$ cat src/assert_macros.svh
// Assertion macros shared by the voxel grid RTL.
`ifndef ASSERT_MACROS_SVH
`define ASSERT_MACROS_SVH
`ifndef NO_ASSERTIONS
// Same-cycle implication, disabled during reset.
`define VGNC_ASSERT_IMPLY(label, clk, rst, ante, cons) \
  label: assert property (@(posedge clk) disable iff (rst) (ante) |-> (cons)) \
    else $error("assertion failed");
// Next-cycle implication, disabled during reset.
`define VGNC_ASSERT_NEXT(label, clk, rst, ante, cons) \
  label: assert property (@(posedge clk) disable iff (rst) (ante) |=> (cons)) \
    else $error("assertion failed");
`else
`define VGNC_ASSERT_IMPLY(label, clk, rst, ante, cons)
`define VGNC_ASSERT_NEXT(label, clk, rst, ante, cons)
`endif
`endif

$ cat src/vgnc_pkg.sv
// Types, constants and helpers shared by the voxel grid neighbor counter.
`timescale 1ns / 1ps
package vgnc_pkg;

  // Store geometry
  localparam int MAX_EXTENT = 16;
  localparam int VALUE_BITS = 16;
  localparam int CELL_COUNT = MAX_EXTENT * MAX_EXTENT * MAX_EXTENT;
  localparam int ADDR_W     = (CELL_COUNT > 1) ? $clog2(CELL_COUNT) : 1;
  localparam int IDX_W      = (MAX_EXTENT > 1) ? $clog2(MAX_EXTENT) : 1;
  localparam int EXT_W      = $clog2(MAX_EXTENT + 1);
  localparam int HD_W       = 2 * EXT_W;
  localparam int SUM_W      = IDX_W + HD_W + 1;

  // Port field widths
  localparam int CFG_W   = 5;
  localparam int COORD_W = 6;
  localparam int WIDE_W  = COORD_W + 1;

  localparam int NUM_PROBES = 6;

  typedef logic [1:0]                    mode_t;
  typedef logic signed [COORD_W-1:0]     coord_t;
  typedef logic signed [WIDE_W-1:0]      wcoord_t;
  typedef logic signed [15:0]            value_t;
  typedef logic [2:0]                    count_t;
  typedef logic [CFG_W-1:0]              cfg_data_t;
  typedef logic [1:0]                    cfg_index_t;
  typedef logic [EXT_W-1:0]              ext_t;
  typedef logic [HD_W-1:0]               hd_t;
  typedef logic [ADDR_W-1:0]             addr_t;
  typedef logic signed [VALUE_BITS-1:0]  cell_t;
  typedef logic [2:0]                    probe_t;

  // Item modes
  localparam mode_t MODE_WRITE  = 2'd0;
  localparam mode_t MODE_READ   = 2'd1;
  localparam mode_t MODE_COUNT  = 2'd2;

  // Register indexes
  localparam cfg_index_t REG_GRID_WIDTH  = 2'd0;
  localparam cfg_index_t REG_GRID_HEIGHT = 2'd1;
  localparam cfg_index_t REG_GRID_DEPTH  = 2'd2;

  // Face neighbor order of a count
  localparam probe_t PROBE_X_MINUS = 3'd0;
  localparam probe_t PROBE_X_PLUS  = 3'd1;
  localparam probe_t PROBE_Y_MINUS = 3'd2;
  localparam probe_t PROBE_Y_PLUS  = 3'd3;
  localparam probe_t PROBE_Z_MINUS = 3'd4;
  localparam probe_t PROBE_Z_PLUS  = 3'd5;

  typedef enum logic [2:0] {
    S_CLEAR,
    S_IDLE,
    S_SETUP,
    S_ACCESS,
    S_DRAIN,
    S_FINISH
  } state_t;

  // Controller to datapath
  typedef struct packed {
    logic   clear;
    logic   load;
    logic   setup;
    logic   access;
    probe_t probe;
    logic   finish;
  } cmd_t;

  // Datapath to controller
  typedef struct packed {
    logic clear_last;
    logic out_free;
    logic mode_count;
  } sts_t;

  // Extent register values above the store size act as the store size
  function automatic ext_t clamp_extent(cfg_data_t v);
    ext_t r;
    if (int'(v) > MAX_EXTENT) begin
      r = EXT_W'(MAX_EXTENT);
    end else begin
      r = EXT_W'(v);
    end
    return r;
  endfunction

endpackage

$ cat src/vgnc_ctrl.sv
// Controller state machine: clearing pass, item sequencing, probe counter.
`timescale 1ns / 1ps
`include "assert_macros.svh"
module vgnc_ctrl (
  input  logic            clk,
  input  logic            rst,
  input  logic            item_valid,
  output logic            item_ready,
  input  vgnc_pkg::sts_t  sts,
  output vgnc_pkg::cmd_t  cmd
);

  vgnc_pkg::state_t state;
  vgnc_pkg::state_t state_next;
  vgnc_pkg::probe_t probe;
  vgnc_pkg::probe_t probe_next;
  logic             last_probe;

  // One probe outside count mode, six face neighbors for a count
  assign last_probe = sts.mode_count ? (probe == vgnc_pkg::PROBE_Z_PLUS) : 1'b1;

  // Next state
  always_comb begin
    state_next = state;
    probe_next = probe;
    case (state)
      vgnc_pkg::S_CLEAR: begin
        if (sts.clear_last) begin
          state_next = vgnc_pkg::S_IDLE;
        end
      end
      vgnc_pkg::S_IDLE: begin
        if (item_valid) begin
          state_next = vgnc_pkg::S_SETUP;
        end
      end
      vgnc_pkg::S_SETUP: begin
        state_next = vgnc_pkg::S_ACCESS;
        probe_next = vgnc_pkg::PROBE_X_MINUS;
      end
      vgnc_pkg::S_ACCESS: begin
        if (last_probe) begin
          state_next = vgnc_pkg::S_DRAIN;
        end else begin
          probe_next = probe + 3'd1;
        end
      end
      vgnc_pkg::S_DRAIN: begin
        state_next = vgnc_pkg::S_FINISH;
      end
      vgnc_pkg::S_FINISH: begin
        if (sts.out_free) begin
          state_next = vgnc_pkg::S_IDLE;
        end
      end
      default: begin
        state_next = vgnc_pkg::S_IDLE;
      end
    endcase
  end

  // Outputs
  always_comb begin
    cmd        = '0;
    cmd.probe  = probe;
    item_ready = 1'b0;
    case (state)
      vgnc_pkg::S_CLEAR: begin
        cmd.clear = 1'b1;
      end
      vgnc_pkg::S_IDLE: begin
        item_ready = 1'b1;
        cmd.load   = item_valid;
      end
      vgnc_pkg::S_SETUP: begin
        cmd.setup = 1'b1;
      end
      vgnc_pkg::S_ACCESS: begin
        cmd.access = 1'b1;
      end
      vgnc_pkg::S_DRAIN: begin
        cmd.access = 1'b0;
      end
      vgnc_pkg::S_FINISH: begin
        cmd.finish = sts.out_free;
      end
      default: begin
        cmd.access = 1'b0;
      end
    endcase
  end

  always_ff @(posedge clk) begin
    if (rst) begin
      state <= vgnc_pkg::S_CLEAR;
      probe <= vgnc_pkg::PROBE_X_MINUS;
    end else begin
      state <= state_next;
      probe <= probe_next;
    end
  end

  `VGNC_ASSERT_NEXT(a_accept_setup, clk, rst, item_valid && item_ready, state == vgnc_pkg::S_SETUP)
  `VGNC_ASSERT_IMPLY(a_probe_range, clk, rst, state == vgnc_pkg::S_ACCESS, probe <= vgnc_pkg::PROBE_Z_PLUS)
  `VGNC_ASSERT_IMPLY(a_single_probe, clk, rst, cmd.access && !sts.mode_count, probe == vgnc_pkg::PROBE_X_MINUS)
  `VGNC_ASSERT_IMPLY(a_finish_free, clk, rst, cmd.finish, sts.out_free)

endmodule

$ cat config.mk
export PLATFORM = sky130hd
export DESIGN_NAME = vgnc_ctrl
export DESIGN_NICKNAME = d
export VERILOG_FILES = /design/src/vgnc_pkg.sv /design/src/vgnc_ctrl.sv
export VERILOG_INCLUDE_DIRS = /design/src /design/src/src
export SDC_FILE = /design/constraint.sdc
export NUM_CORES = 1
export LEC_CHECK = 0
export ABC_AREA = 1
export BUFFER_PORTS_ARGS = -buffer_cell sky130_fd_sc_hd__buf_2
export CORE_AREA = 5 5 42 44
export CTS_BUF_LIST = sky130_fd_sc_hd__clkbuf_8
export CTS_CLUSTER_DIAMETER = 60
export CTS_CLUSTER_SIZE = 14
export DETAILED_ROUTE_END_ITERATION = 12
export DIE_AREA = 0 0 47 49
export PLACE_DENSITY = 0.53
export SLEW_MARGIN = 25
export SYNTH_ARGS = -nofsm -noshare
export SYNTH_HDL_FRONTEND = slang
export SYNTH_SLANG_ARGS = --single-unit
$ cat constraint.sdc
create_clock -name clk -period 2.3 [get_ports clk]
set_input_delay 0 -clock clk [delete_from_list [all_inputs] [get_ports clk]]
set_output_delay 0 -clock clk [all_outputs]
set_load 0.005 [all_outputs]
Word level (Yosys, flattened, before mapping)
Cells that the tools add are included.

Input port bits: 6. Register bits after elaboration: 6. Latch bits: 0. Memories kept: 0. Logic and storage cells: 32. Bits in read-only memories: 0. Bits in writable memories: 0. Output and inout port bits: 9.

Muxes and demuxes: 14. Divide/modulo/power cells: 0. Bitwise logic cells: 0. Add/subtract/negate cells: 1. Shifts and indexed selects: 0. Equality and inequality tests: 11. Reduce and logical (&&, ||, !) cells: 4. Multipliers: 0. $lt $le $gt $ge: 0.

Operators with widths (count): one-hot mux 3 bit (6 select lines) (1); two-way mux 3 bit (5); != test 2 bit (second input constant) (5); equality test 3 bit (second input constant) (3); two-way mux 1 bit (7); equality test 3 x 2 -> 1 bit (second input constant) (2); one-hot mux 3 bit (2 select lines) (1); AND reduction 4 bit (1); adder 3 x 1 -> 3 bit (second input constant) (1); equality test 3 x 1 -> 1 bit (second input constant) (1); zero test 3 bit (1); AND reduction 2 bit (1); nonzero test 2 bit (1).

Logic depth before layout (Yosys ltp)
Depth after elaboration: 4. Depth in mapped cells: 9. Mapped depth without buffers: 9.

Worst setup path before layout
OpenSTA, ideal clock, no wires.

Kind: register -> register. Start: register probe[1]. End: register probe[2]. Path buffers: 0. Data arrival time: 1045 ps. Cell stages (with the launch flop): 9. Required time: 2183 ps. Clock period less this slack: 1162 ps. Library setup time: 117 ps. Setup slack: 1138 ps. Cell sequence: dfxtp_1 > inv_1 > ha_1 > nand2_1 > nand2_1 > nor2_1 > nor2_1 > o21ai_0 > nor2_1.

Word-level cells in the longest chain between the ends: 4. Elaborated cells on any way between the ends: 7. Those cells by class: add/sub: 1; eq/ne: 2; mux: 3; reduce/logical: 1.

Ends and longest elaborated chain: start: declaration (line vgnc_ctrl.sv:15) `vgnc_pkg::probe_t probe;`; start signal: assignment (line vgnc_ctrl.sv:96) `probe <= vgnc_pkg::PROBE_X_MINUS;`; start signal: assignment (line vgnc_ctrl.sv:99) `probe <= probe_next;`; branches (longest 4 deep; another with adder 3 x 1 -> 3 bit).

Parallel ways; which one is timed is not known. The select of a mux whose other input is x is not followed. A chain may end at the register's enable or synchronous reset.

Worst setup path after layout
Same ends and word-level chain as after synthesis.

==> results summary <==
The run finished with clean final reports. The TritonCTS buffer count is 3. The proportion of layout cells with a drive suffix above 1 came out at 26.5%.

The number of DRC markers after the initial detailed-route iteration is 6. The total placed instance area is 503 um^2. The type of the most critical hold path is in -> reg. The number of antenna violations at the first check in global routing is 0.

In the final timing run, aggregate negative setup slack is 0 ns. The global-route total usage across every layer came out at 10.1%. The synthesis-stage register bit count is 6. The clock sink count came out at 6.

The number of global-route vias before repair is 395. The number of buffers inserted by post-CTS setup repair is 0. For met1 alone, demand over resource in global routing was 11.9%.

The layout overhead on the synthesized area came out at 28.3%. The worst-skew pair later-pin latency came out at about 0.22 ns. The post-route clock period utilization came out at 53.5%.

The met2 layer usage reported by global route is around an eighth. In this run, post-CTS repair resized a total of 0 instances. The unique cell type count in the Yosys netlist came out at 18. The critical path starts at probe[1].

Setup repair after global routing left no endpoint under its margin. Summing over every cut layer, the via total after detailed routing is 449. For this run, global-route usage on met3 was measured as 3.32%.

The power per cell area came out at 1180 nW/um^2. The floorplan step defined a die boundary enclosing 2300 um^2. The worst clock skew is roughly 0.0024 ns. The startpoint of the tightest hold check path is rst.

The number of cell rows is 14. The number of buffers inserted by hold repair at cts is 0. The number of placed I/O pins is 15.

With fillers left out, the area of the finished cells amounts to around 540 um^2. Derived from the worst setup path, the maximum achievable clock frequency is 813 MHz. The number of buffers added on ports is 14. The sequential element share of the synthesized area came out at ~28%. Of all nets on the critical path, the largest fanout is 4. The total number of yosys warnings is 0. TritonCTS built the clock tree. Hold is met by about 0.085 ns. Summing every instance area after synthesis gives 424 um^2. The max-slew violation total from the final report is 0. The fill cell instance count of the final layout came out at 158. The setup-violating endpoint count in the final report is 0. In this run the most used layer during global routing was met2. The CTS clock-pin slew for the worst setup and hold paths is roughly 0.040 ns.

The multi-input combinational cell area came out at 251 um^2. The final number of hold-violating endpoints is 0. The maximum number of pins on one net before global-route repair came out at 9. STA classifies the critical path endpoint as a register. The count of nets after finishing came out at 93. The tool flagged a number of max-cap violations equal to 0. The number of design rule violations left after detail routing came out at 0. The count of TritonRoute iterations in the first routing pass is 4.

The effective utilization at floorplan came out at 30.3%. STA classifies the critical path startpoint as a register. Across all setup checks in the final design, the least slack found is 1.07 ns. The H-tree level count came out at 1. The post-layout minimum cycle time came out at approximately 1.2 ns. The diode insertion count for antenna repair came out at 0.

The first-pass GRT wire length is between 1.5 and 2 mm. The mean number of vias per cell is 4.54. The deepest clock path buffer count came out at 2. The average cell area after synthesis came out at 6.33 um^2. The congestion estimate from routability-driven global placement came to 0.721. Summed over all layers, the global routing overflow is 0. The wire length reported by the detailed router is 968 um. The pre-CTS setup slack came out at 1.06 ns. The required time of the critical path is 2.41 ns. In the final routed layout, each cell accounts on average for a little under 10 um.

The headroom to the max-slew limit is 77.2%. The horizontal die dimension is 47 um. For the pin with the worst max-slew slack, the measured transition is 0.341 ns. The area of the core is 1400 um^2.

The final HPWL from detailed placement is around 800 um. The static leakage came out at between 0.3 and 0.4 nW. The sequential standard cell area came out at around 120 um^2. The synthesized instance count came out at 67. The maximum VDD drop came out at 0.554 mV. The critical path is of the reg -> reg type. The die height is a little under 50 um. The data arrival time of the critical path is approximately 1.3 ns. The startpoint identified for the worst register-to-register timing path is probe[1]. The library cell used as clock root buffer is clkbuf_8. The remaining antenna violation count is 0.

The net count of the mapped netlist came out at 75.
## flip-flops by register name, indices dropped and copies added (netlist names)
name   cells
probe      3
state      3
## logic make-up (layout without fill, tap and decap cells)
group	count (synthesis)	after routing	synth area share, %
buffers and inverters	12	28	12.4
AO/OA/AOI/OAI	9	9	11.8
AND/OR/NAND/NOR	38	38	41.6
adder cells (fa/ha/maj)	2	2	5.90
flip-flops	6	6	28.3
## cell usage after synthesis, drive strengths merged
library cell	number	area [um^2]
o21ai	3	15.0
nand2	11	43.8
nand3b	1	7.51
nor3	1	5.00
nand4	1	6.26
dfxtp	6	120
buf	1	11.3
ha	2	25.0
nor2	17	73.8
inv	11	41.3
o21a	2	15.0
a21oi	4	20.0
nand3	7	40.0
## path summary, 6_finish.rpt
check | slack [ns] | cells after the start | end
min reg2reg | 0.52 | 2 | probe[2]
max | 1.07 | 8 | probe[2]
min | 0.09 | 4 | state[2]
max reg2reg | 1.07 | 8 | probe[2]
## routing by layer
layer / share of wire (%) / vias to the layer above
met5: 0 / -
met2: 45 / 11
met1: 44 / 189
li1: - / 244
met4: 4.0 / 0
met3: 6.7 / 5
## metrics by stage
step | utilization [%] | std cells | power (mW)
2_1_floorplan | - | 67 | 0.409
3_3_place_gp | 35.9 | 96 | 0.490
3_5_place_dp | 35.9 | 96 | 0.485
4_1_cts | 38.8 | 99 | 0.649
5_1_grt | 38.8 | 99 | 0.710
6_report | 38.8 | 99 | 0.641
## cells in the final DEF, fill, tap and decap left out
cell type and instances:
nand3_1 6, dfxtp_1 6, buf_2 14, nor2_4 1, nand2_2 1, inv_1 10, ha_1 2, nor2_2 1
nand3b_1 1, o21ai_0 3, nand2_1 10, o21a_1 2, nor2_1 15, nand3_2 1, a21oi_1 4, clkbuf_8 3
inv_2 1, nor3_1 1, nand4_1 1
## layout make-up
class,instances,share of cell area (%)
multi-input cells,49,46.2
flip-flops and latches,6,22.1
repair buffers,14,12.9
clock buffers,3,7.59
inverters,11,7.59
well taps,16,3.68
## critical path, stage by stage, from the launching register on
cell	delay, ns
dfxtp_1	0.35
inv_1	0.05
ha_1	0.17
nand2_1	0.09
nand2_1	0.05
nor2_1	0.13
nor2_1	0.05
o21ai_0	0.15
nor2_1	0.06
## power breakdown
group          switching (mW)  internal (mW)
sequential             0.0592          0.140
combinational           0.164          0.120
clock                  0.0460          0.112
total                   0.269          0.372
Note: power is estimated with default switching activity, not from simulation.
